File: src/design/rps_pkg.sv
// ============================================================================
// rps_pkg: shared definitions for the reflow profile sequencer
// Phase codes, register indexes, reset values, setpoints and the structs
// that pass configuration and results between the top level and the core.
// ============================================================================
package rps_pkg;

    // Timing
    localparam int unsigned TICKS_PER_SECOND = 10;
    localparam int unsigned TICK_W           = 4;
    localparam int unsigned HOLD_W           = 4;
    localparam int unsigned SEC_W            = 16;

    // Field widths
    localparam int unsigned TEMP_W   = 11;
    localparam int unsigned LIMIT_W  = 10;
    localparam int unsigned PHASE_W  = 3;
    localparam int unsigned SETPT_W  = 8;
    localparam int unsigned CFG_IDX_W  = 3;
    localparam int unsigned CFG_DATA_W = 10;
    localparam int unsigned IN_DATA_W  = 16;
    localparam int unsigned OUT_DATA_W = 32;

    // Phase codes
    localparam logic [PHASE_W-1:0] PH_IDLE    = 3'd0;
    localparam logic [PHASE_W-1:0] PH_PREHEAT = 3'd1;
    localparam logic [PHASE_W-1:0] PH_SOAK    = 3'd2;
    localparam logic [PHASE_W-1:0] PH_REFLOW  = 3'd3;
    localparam logic [PHASE_W-1:0] PH_COOL    = 3'd4;
    localparam logic [PHASE_W-1:0] PH_DONE    = 3'd5;

    // Register indexes
    localparam logic [CFG_IDX_W-1:0] REG_PREHEAT_SECONDS = 3'd0;
    localparam logic [CFG_IDX_W-1:0] REG_PREHEAT_TEMP    = 3'd1;
    localparam logic [CFG_IDX_W-1:0] REG_SOAK_SECONDS    = 3'd2;
    localparam logic [CFG_IDX_W-1:0] REG_SOAK_TEMP       = 3'd3;
    localparam logic [CFG_IDX_W-1:0] REG_REFLOW_SECONDS  = 3'd4;
    localparam logic [CFG_IDX_W-1:0] REG_REFLOW_TEMP     = 3'd5;
    localparam logic [CFG_IDX_W-1:0] REG_COOL_TEMP       = 3'd6;
    localparam logic [CFG_IDX_W-1:0] REG_HOLDOFF_TICKS   = 3'd7;

    // Register reset values
    localparam logic [LIMIT_W-1:0] RST_PREHEAT_SECONDS = 10'd120;
    localparam logic [LIMIT_W-1:0] RST_PREHEAT_TEMP    = 10'd145;
    localparam logic [LIMIT_W-1:0] RST_SOAK_SECONDS    = 10'd60;
    localparam logic [LIMIT_W-1:0] RST_SOAK_TEMP       = 10'd175;
    localparam logic [LIMIT_W-1:0] RST_REFLOW_SECONDS  = 10'd30;
    localparam logic [LIMIT_W-1:0] RST_REFLOW_TEMP     = 10'd205;
    localparam logic [LIMIT_W-1:0] RST_COOL_TEMP       = 10'd100;
    localparam logic [HOLD_W-1:0]  RST_HOLDOFF_TICKS   = 4'd10;

    // Heater setpoints per phase
    localparam logic [SETPT_W-1:0] SETPT_OFF     = 8'd0;
    localparam logic [SETPT_W-1:0] SETPT_PREHEAT = 8'd150;
    localparam logic [SETPT_W-1:0] SETPT_SOAK    = 8'd180;
    localparam logic [SETPT_W-1:0] SETPT_REFLOW  = 8'd210;

    typedef struct packed {
        logic [LIMIT_W-1:0] preheat_seconds;
        logic [LIMIT_W-1:0] preheat_temp_limit;
        logic [LIMIT_W-1:0] soak_seconds;
        logic [LIMIT_W-1:0] soak_temp_limit;
        logic [LIMIT_W-1:0] reflow_seconds;
        logic [LIMIT_W-1:0] reflow_temp_limit;
        logic [LIMIT_W-1:0] cool_temp_limit;
        logic [HOLD_W-1:0]  button_holdoff_ticks;
    } t_cfg;

    typedef struct packed {
        logic [SEC_W-1:0]   seconds_in_phase;
        logic               led_red;
        logic               led_yellow;
        logic               led_green;
        logic [SETPT_W-1:0] heater_setpoint;
        logic [PHASE_W-1:0] phase;
    } t_result;

endpackage

File: src/design/rps_core.sv
// ============================================================================
// rps_core: profile state and per-tick step logic
// Holds the phase, tick, seconds, holdoff, latched temperature and setpoint
// registers and computes the result word of the tick being stepped.
// ============================================================================
module rps_core (
    input  logic                             i_clk,
    input  logic                             i_rst_n,
    input  logic                             i_step,
    input  logic signed [rps_pkg::TEMP_W-1:0] i_temperature,
    input  logic                             i_button_level_n,
    input  rps_pkg::t_cfg                    i_cfg,
    output rps_pkg::t_result                 o_result
);

    logic [rps_pkg::PHASE_W-1:0]      r_phase,    n_phase;
    logic [rps_pkg::TICK_W-1:0]       r_tick,     n_tick;
    logic [rps_pkg::SEC_W-1:0]        r_seconds,  n_seconds;
    logic [rps_pkg::HOLD_W-1:0]       r_holdoff,  n_holdoff;
    logic signed [rps_pkg::TEMP_W-1:0] r_temp,    n_temp;
    logic [rps_pkg::SETPT_W-1:0]      r_setpt,    n_setpt;

    logic [rps_pkg::TICK_W-1:0]       tick_inc;
    logic                             full_sec;
    logic [rps_pkg::SEC_W-1:0]        sec_cnt;
    logic [rps_pkg::HOLD_W-1:0]       hold_cnt;
    logic                             press_ok;
    logic                             heat_done;
    logic [rps_pkg::LIMIT_W-1:0]      heat_secs;
    logic [rps_pkg::LIMIT_W-1:0]      heat_limit;
    logic [rps_pkg::PHASE_W-1:0]      heat_next;
    logic                             cool_done;

    // Tick, seconds and holdoff counters, temperature latch
    always_comb begin
        tick_inc = r_tick + 1'b1;
        full_sec = (tick_inc >= rps_pkg::TICK_W'(rps_pkg::TICKS_PER_SECOND));
        n_tick   = full_sec ? '0 : tick_inc;
        hold_cnt = (r_holdoff == '1) ? r_holdoff : r_holdoff + 1'b1;
        sec_cnt  = (full_sec && (r_seconds != '1)) ? r_seconds + 1'b1 : r_seconds;
        n_temp   = full_sec ? i_temperature : r_temp;
    end

    // Limits of the heating phase being evaluated
    always_comb begin
        case (r_phase)
            rps_pkg::PH_PREHEAT: begin
                heat_secs  = i_cfg.preheat_seconds;
                heat_limit = i_cfg.preheat_temp_limit;
                heat_next  = rps_pkg::PH_SOAK;
            end
            rps_pkg::PH_SOAK: begin
                heat_secs  = i_cfg.soak_seconds;
                heat_limit = i_cfg.soak_temp_limit;
                heat_next  = rps_pkg::PH_REFLOW;
            end
            default: begin
                heat_secs  = i_cfg.reflow_seconds;
                heat_limit = i_cfg.reflow_temp_limit;
                heat_next  = rps_pkg::PH_COOL;
            end
        endcase
    end

    assign press_ok  = (hold_cnt >= i_cfg.button_holdoff_ticks) && !i_button_level_n;
    assign heat_done = (sec_cnt >= {{(rps_pkg::SEC_W-rps_pkg::LIMIT_W){1'b0}}, heat_secs})
                    && (n_temp >= $signed({1'b0, heat_limit}));
    assign cool_done = (n_temp < $signed({1'b0, i_cfg.cool_temp_limit}));

    // Profile state machine, one evaluation per tick
    always_comb begin
        n_phase   = r_phase;
        n_seconds = sec_cnt;
        n_holdoff = hold_cnt;
        n_setpt   = r_setpt;
        case (r_phase)
            rps_pkg::PH_IDLE: begin
                n_setpt = rps_pkg::SETPT_OFF;
                if (press_ok) begin
                    n_holdoff = '0;
                    n_seconds = '0;
                    n_phase   = rps_pkg::PH_PREHEAT;
                end
            end
            rps_pkg::PH_PREHEAT, rps_pkg::PH_SOAK, rps_pkg::PH_REFLOW: begin
                case (r_phase)
                    rps_pkg::PH_PREHEAT: n_setpt = rps_pkg::SETPT_PREHEAT;
                    rps_pkg::PH_SOAK:    n_setpt = rps_pkg::SETPT_SOAK;
                    default:             n_setpt = rps_pkg::SETPT_REFLOW;
                endcase
                if (heat_done) begin
                    n_seconds = '0;
                    n_phase   = heat_next;
                end else if (press_ok) begin
                    n_holdoff = '0;
                    n_phase   = rps_pkg::PH_IDLE;
                end
            end
            rps_pkg::PH_COOL: begin
                n_setpt = rps_pkg::SETPT_OFF;
                if (cool_done) begin
                    n_seconds = '0;
                    n_phase   = rps_pkg::PH_DONE;
                end else if (press_ok) begin
                    n_holdoff = '0;
                    n_phase   = rps_pkg::PH_IDLE;
                end
            end
            rps_pkg::PH_DONE: begin
                if (press_ok) begin
                    n_holdoff = '0;
                    n_phase   = rps_pkg::PH_IDLE;
                end
            end
            default: begin
                n_phase = rps_pkg::PH_IDLE;
            end
        endcase
    end

    // Result word of this tick
    always_comb begin
        o_result.phase            = n_phase;
        o_result.heater_setpoint  = n_setpt;
        o_result.led_green        = 1'b1;
        o_result.led_yellow       = (r_phase >= rps_pkg::PH_PREHEAT)
                                 && (r_phase <= rps_pkg::PH_COOL);
        o_result.led_red          = 1'b0;
        o_result.seconds_in_phase = n_seconds;
    end

    // Commit state on each stepped tick
    always_ff @(posedge i_clk) begin
        if (!i_rst_n) begin
            r_phase   <= rps_pkg::PH_IDLE;
            r_tick    <= '0;
            r_seconds <= '0;
            r_holdoff <= '0;
            r_temp    <= '0;
            r_setpt   <= '0;
        end else if (i_step) begin
            r_phase   <= n_phase;
            r_tick    <= n_tick;
            r_seconds <= n_seconds;
            r_holdoff <= n_holdoff;
            r_temp    <= n_temp;
            r_setpt   <= n_setpt;
        end
    end

endmodule

File: src/design/reflow_profile_sequencer.sv
// ============================================================================
// reflow_profile_sequencer: solder reflow profile controller
// An input word passes through the input register, then the step logic into
// the result register. Throughput one word per cycle while the output is not
// stalled; the profile state updates once per tick. Synchronous active-low
// reset clears the profile state, loads the default configuration and
// empties both registers; no clearing pass is needed.
// ============================================================================
module reflow_profile_sequencer (
    input  logic                               i_clk,
    input  logic                               i_rst_n,
    // Input stream
    input  logic                               s_axis_tvalid,
    output logic                               s_axis_tready,
    // [10:0] temperature (signed), [11] button_level_n, [15:12] zero
    input  logic [rps_pkg::IN_DATA_W-1:0]      s_axis_tdata,
    // Output stream
    output logic                               m_axis_tvalid,
    input  logic                               m_axis_tready,
    // [2:0] phase, [10:3] heater_setpoint, [11] led_green, [12] led_yellow,
    // [13] led_red, [29:14] seconds_in_phase, [31:30] zero
    output logic [rps_pkg::OUT_DATA_W-1:0]     m_axis_tdata,
    // Configuration write port
    input  logic                               i_cfg_we,
    input  logic [rps_pkg::CFG_IDX_W-1:0]      i_cfg_addr,
    input  logic [rps_pkg::CFG_DATA_W-1:0]     i_cfg_data
);

    localparam int unsigned RES_W = $bits(rps_pkg::t_result);

    rps_pkg::t_cfg                      r_cfg;
    logic                               r_in_valid;
    logic signed [rps_pkg::TEMP_W-1:0]  r_in_temp;
    logic                               r_in_button;
    logic                               r_out_valid;
    rps_pkg::t_result                   r_out;
    rps_pkg::t_result                   step_result;
    logic                               advance;

    // Move the held word forward whenever the result register can take it
    assign advance       = r_in_valid && (!r_out_valid || m_axis_tready);
    assign s_axis_tready = !r_in_valid || advance;

    // Configuration registers
    always_ff @(posedge i_clk) begin
        if (!i_rst_n) begin
            r_cfg.preheat_seconds      <= rps_pkg::RST_PREHEAT_SECONDS;
            r_cfg.preheat_temp_limit   <= rps_pkg::RST_PREHEAT_TEMP;
            r_cfg.soak_seconds         <= rps_pkg::RST_SOAK_SECONDS;
            r_cfg.soak_temp_limit      <= rps_pkg::RST_SOAK_TEMP;
            r_cfg.reflow_seconds       <= rps_pkg::RST_REFLOW_SECONDS;
            r_cfg.reflow_temp_limit    <= rps_pkg::RST_REFLOW_TEMP;
            r_cfg.cool_temp_limit      <= rps_pkg::RST_COOL_TEMP;
            r_cfg.button_holdoff_ticks <= rps_pkg::RST_HOLDOFF_TICKS;
        end else if (i_cfg_we) begin
            case (i_cfg_addr)
                rps_pkg::REG_PREHEAT_SECONDS: r_cfg.preheat_seconds    <= i_cfg_data;
                rps_pkg::REG_PREHEAT_TEMP:    r_cfg.preheat_temp_limit <= i_cfg_data;
                rps_pkg::REG_SOAK_SECONDS:    r_cfg.soak_seconds       <= i_cfg_data;
                rps_pkg::REG_SOAK_TEMP:       r_cfg.soak_temp_limit    <= i_cfg_data;
                rps_pkg::REG_REFLOW_SECONDS:  r_cfg.reflow_seconds     <= i_cfg_data;
                rps_pkg::REG_REFLOW_TEMP:     r_cfg.reflow_temp_limit  <= i_cfg_data;
                rps_pkg::REG_COOL_TEMP:       r_cfg.cool_temp_limit    <= i_cfg_data;
                rps_pkg::REG_HOLDOFF_TICKS:
                    r_cfg.button_holdoff_ticks <= i_cfg_data[rps_pkg::HOLD_W-1:0];
                default: ;
            endcase
        end
    end

    // Input register: hold the word until the step logic takes it
    always_ff @(posedge i_clk) begin
        if (!i_rst_n) begin
            r_in_valid <= 1'b0;
        end else if (s_axis_tready) begin
            r_in_valid <= s_axis_tvalid;
        end
    end

    always_ff @(posedge i_clk) begin
        if (s_axis_tready && s_axis_tvalid) begin
            r_in_temp   <= $signed(s_axis_tdata[rps_pkg::TEMP_W-1:0]);
            r_in_button <= s_axis_tdata[rps_pkg::TEMP_W];
        end
    end

    rps_core u_core (
        .i_clk            (i_clk),
        .i_rst_n          (i_rst_n),
        .i_step           (advance),
        .i_temperature    (r_in_temp),
        .i_button_level_n (r_in_button),
        .i_cfg            (r_cfg),
        .o_result         (step_result)
    );

    // Result register
    always_ff @(posedge i_clk) begin
        if (!i_rst_n) begin
            r_out_valid <= 1'b0;
        end else if (advance) begin
            r_out_valid <= 1'b1;
        end else if (m_axis_tready) begin
            r_out_valid <= 1'b0;
        end
    end

    always_ff @(posedge i_clk) begin
        if (advance) begin
            r_out <= step_result;
        end
    end

    assign m_axis_tvalid = r_out_valid;
    assign m_axis_tdata  = {{(rps_pkg::OUT_DATA_W-RES_W){1'b0}}, r_out};

endmodule
File: config.mk
export PLATFORM = sky130hd
export DESIGN_NAME = reflow_profile_sequencer
export DESIGN_NICKNAME = d
export VERILOG_FILES = /design/src/design/rps_pkg.sv /design/src/design/rps_core.sv /design/src/design/reflow_profile_sequencer.sv
export SDC_FILE = /design/constraint.sdc
export NUM_CORES = 1
export LEC_CHECK = 0
export BUFFER_PORTS_ARGS = -buffer_cell sky130_fd_sc_hd__buf_4
export CAP_MARGIN = 10
export CORE_MARGIN = 4
export CORE_UTILIZATION = 60
export CTS_BUF_LIST = sky130_fd_sc_hd__clkbuf_16
export DETAILED_ROUTE_END_ITERATION = 7
export PLACE_DENSITY = 0.8
export SLEW_MARGIN = 20
export SYNTH_ARGS = -nofsm -noshare
export SYNTH_HDL_FRONTEND = slang
export SYNTH_SLANG_ARGS = --single-unit
File: constraint.sdc
create_clock -name i_clk -period 5.25 [get_ports i_clk]
set_clock_uncertainty 0.2 [all_clocks]
set_input_delay 1.05 -clock i_clk [delete_from_list [all_inputs] [get_ports i_clk]]
set_output_delay 1.05 -clock i_clk [all_outputs]
set_load 0.01 [all_outputs]
==> out/metrics.yaml <==
synth.most_common_cell: "nand2_1"
path_cells: "inv_1, ha_1, nor2b_1, and2_1, nor2_2, buf_4, mux2_2, ha_1, a21oi_1, nand2_1, a21oi_1, o21ai_0, o21ai_0, a31oi_2, nor2_2, nor2_1"
critical_path_required_ns: 5.20
cts_buffer_depth: 2
die_w_um: 123.2
grtUsageTotal: 0.2596
yosys-top-cells-area: "dfxtp_1 (31%), edfxtp_1 (15%), nand2_1 (9.2%)"
antenna_found_initial: 0
drt_iter0_drc: 642
core-area_sq_um: 12820
cts_tree: "done"
cp_slowest_cell: "nor2_2"
relSlewSlack: 0.3276
max_cap_violations: 0
first_pass_iters: 5
drc: 0
worst_slew_pin_slew_ns: 1.005
min_period_over_period: 0.8948
synth_top_area_cell: "dfxtp_1"
grt_pass1_wl_um: 31060
clock_latency_ns: 0.43
rsz0062_at_grt: "no"
io_pins: 68
vias_per_cell: 5.944
cts-htree-levels: 4
ctsResizeCount: 0
critical_path_buf_inv_count: 2
grt_pass1_vias: 6335
nFillCells: 1027
synth_seq_area_share: 0.4575
setup_violations: 0
cts_sinks: 162
finalCriticalPeriod_ns: 4.698
clkTransAtPathRegs_ns: 0.06
ir_drop_uv: 235.1
fin_nets: 1025
grt_max_degree: 60
finalMaxSlewViolations: 0
p_per_area_nw_per_um2: 311.2
area_growth_pct: 14.25
dp_hpwl_um: 12200
cts_hold_buf: 0
totalWireLength_um: 18790
initial_utilization: 0.6210
leakage_nw: 3.641
die_h_um: 123.2
hp-class: "reg2reg"
cpPeakStageDelay_ns: 0.65
post_cts_buffers: 0
critical_path_class: "reg2reg"
finalSetupTns_ns: 0
ys_types: 68
synth_seq_cells: 162
synth_common_cells: "nand2_1 (195), dfxtp_1 (122), nor2_1 (76)"
die_area_sq_um: 15180
critPathLaunchType: "register"
synth-edff-count: 40
io_buffers: 59
critPathMaxFanout: 14
synthCells: 917
vias: 6770
syn_area_per_cell_sq_um: 8.685
cts-root-buf: "clkbuf_16"
drive_gt1_frac: 0.1406
ys_async_sr_fraction: 0
seqCellArea_sq_um: 3643
yosysWarnings: 0
hold_viol: 0
syn_area_sq_um: 7964
antenna_cells: 0
grt_overflow: 0
ys.flop_type: "dfxtp_1"
critPathTopFamily: "simple AND/OR/NAND/NOR gates"
power_w: 0.002831
status: "finished clean"
cts_buffers: 17
avgRoutedWirePerCell_um: 16.50
crit_path_end_kind: "register"
synth_top_area_frac: 0.3067
cp.arrival_ns: 4.65
drtAntennaViolNets: 0
gp_congestion: 0.9136
num_rows: 41
clock.fmax_ghz: 0.2129
multi_input_area_sq_um: 3988
## sequential cells by signal, summed over array words and instances (netlist names)
signal / flops
r_cfg: 74
m_axis_tdata: 28
u_core.r_seconds: 16
r_in_temp: 11
u_core.r_temp: 11
u_core.r_setpt: 8
u_core.r_holdoff: 4
u_core.r_tick: 4
u_core.r_phase: 3
m_axis_tvalid: 1
r_in_button: 1
r_in_valid: 1
## worst min-delay path: cells and delay by family (launching register included)
kind	cells	cell delay (ns)
AND/OR/NAND/NOR	1	0.05
flip-flops	1	0.31
AO/OA/AOI/OAI	1	0.05
## worst paths after layout
check | startpoint | endpoint | cells after the start | slack, ns
setup / recovery | u_core.r_tick[1]$_SDFFE_PN0P_ | m_axis_tdata[15]$_DFFE_PP_ | 16 | 0.55
hold / removal | r_cfg[55]$_SDFFE_PN0P_ | r_cfg[55]$_SDFFE_PN0P_ | 2 | 0.25
setup reg to reg | u_core.r_tick[1]$_SDFFE_PN0P_ | m_axis_tdata[15]$_DFFE_PP_ | 16 | 0.55
hold reg to reg | r_cfg[55]$_SDFFE_PN0P_ | r_cfg[55]$_SDFFE_PN0P_ | 2 | 0.25
## logic make-up after synthesis
family                     count (synthesis)  share of synthesized area
xor gates and xnor gates                  13                    0.01760
DFF                                      162                     0.4575
adders and majority gates                 37                    0.05813
other                                      2                  0.0009430
buffers and inverters                     82                    0.04273
muxes                                     22                    0.03126
and+or+nand+nor                          401                     0.2272
AOI/OAI and AO/OA                        198                     0.1647
## metal layers
| metal | routed length (um) | track usage |
|---|---|---|
| met5 | 0 | 0 |
| met4 | 272 | 0.07751 |
| met3 | 1071 | 0.05718 |
| met2 | 9306 | 0.4319 |
| met1 | 8138 | 0.3401 |
## cell usage in the layout (no fill, tap or decap), types with 9 or more instances in the layout
cell type,netlist,final
o22a_1,25,25
nand2_1,195,195
o22ai_1,25,25
mux2_2,13,13
a21oi_1,70,70
dfxtp_1,122,122
inv_1,26,24
nor2b_1,13,13
edfxtp_1,40,40
and2_1,9,9
ha_1,37,37
buf_4,5,72
o211ai_1,12,12
nor3_1,17,17
o21ai_0,21,21
nand3_1,48,48
nand2b_1,9,9
clkbuf_16,0,17
nor2_1,76,76
## area by class of cell
type / instances / share of cell area
Clock buffer: 17 / 0.04675
Sequential cell: 162 / 0.4004
Multi-Input combinational cell: 675 / 0.4383
Timing Repair Buffer: 72 / 0.05941
Tap cell: 172 / 0.02365
Clock inverter: 15 / 0.02076
Inverter: 26 / 0.01073
## report_power, final
part / switching, W / internal [W] / total, W / leakage [nW]
logic: 0.000127 / 0.0000761 / 0.000203 / 1.98
clock network: 0.000503 / 0.000792 / 0.00129 / 0.298
registers: 0.0000171 / 0.00132 / 0.00133 / 1.36
## per-stage QoR
| step | hold WS [ns] | setup WS (ns) | instances | util | instance area, sq um |
|---|---|---|---|---|---|
| after floorplan | 0.2363 | 0.9706 | 919 | - | 7971 |
| after global placement | 0.2414 | 0.7640 | 1107 | 0.6616 | 8484 |
| after detailed placement | 0.2468 | 0.7321 | 1107 | 0.6616 | 8484 |
| after CTS | 0.2556 | 0.6234 | 1139 | 0.7095 | 9099 |
| after global routing | 0.2678 | 0.3322 | 1139 | 0.7095 | 9099 |
| final | 0.2546 | 0.5522 | 1139 | 0.7095 | 9099 |
Note: power is estimated with default switching activity, not from simulation.
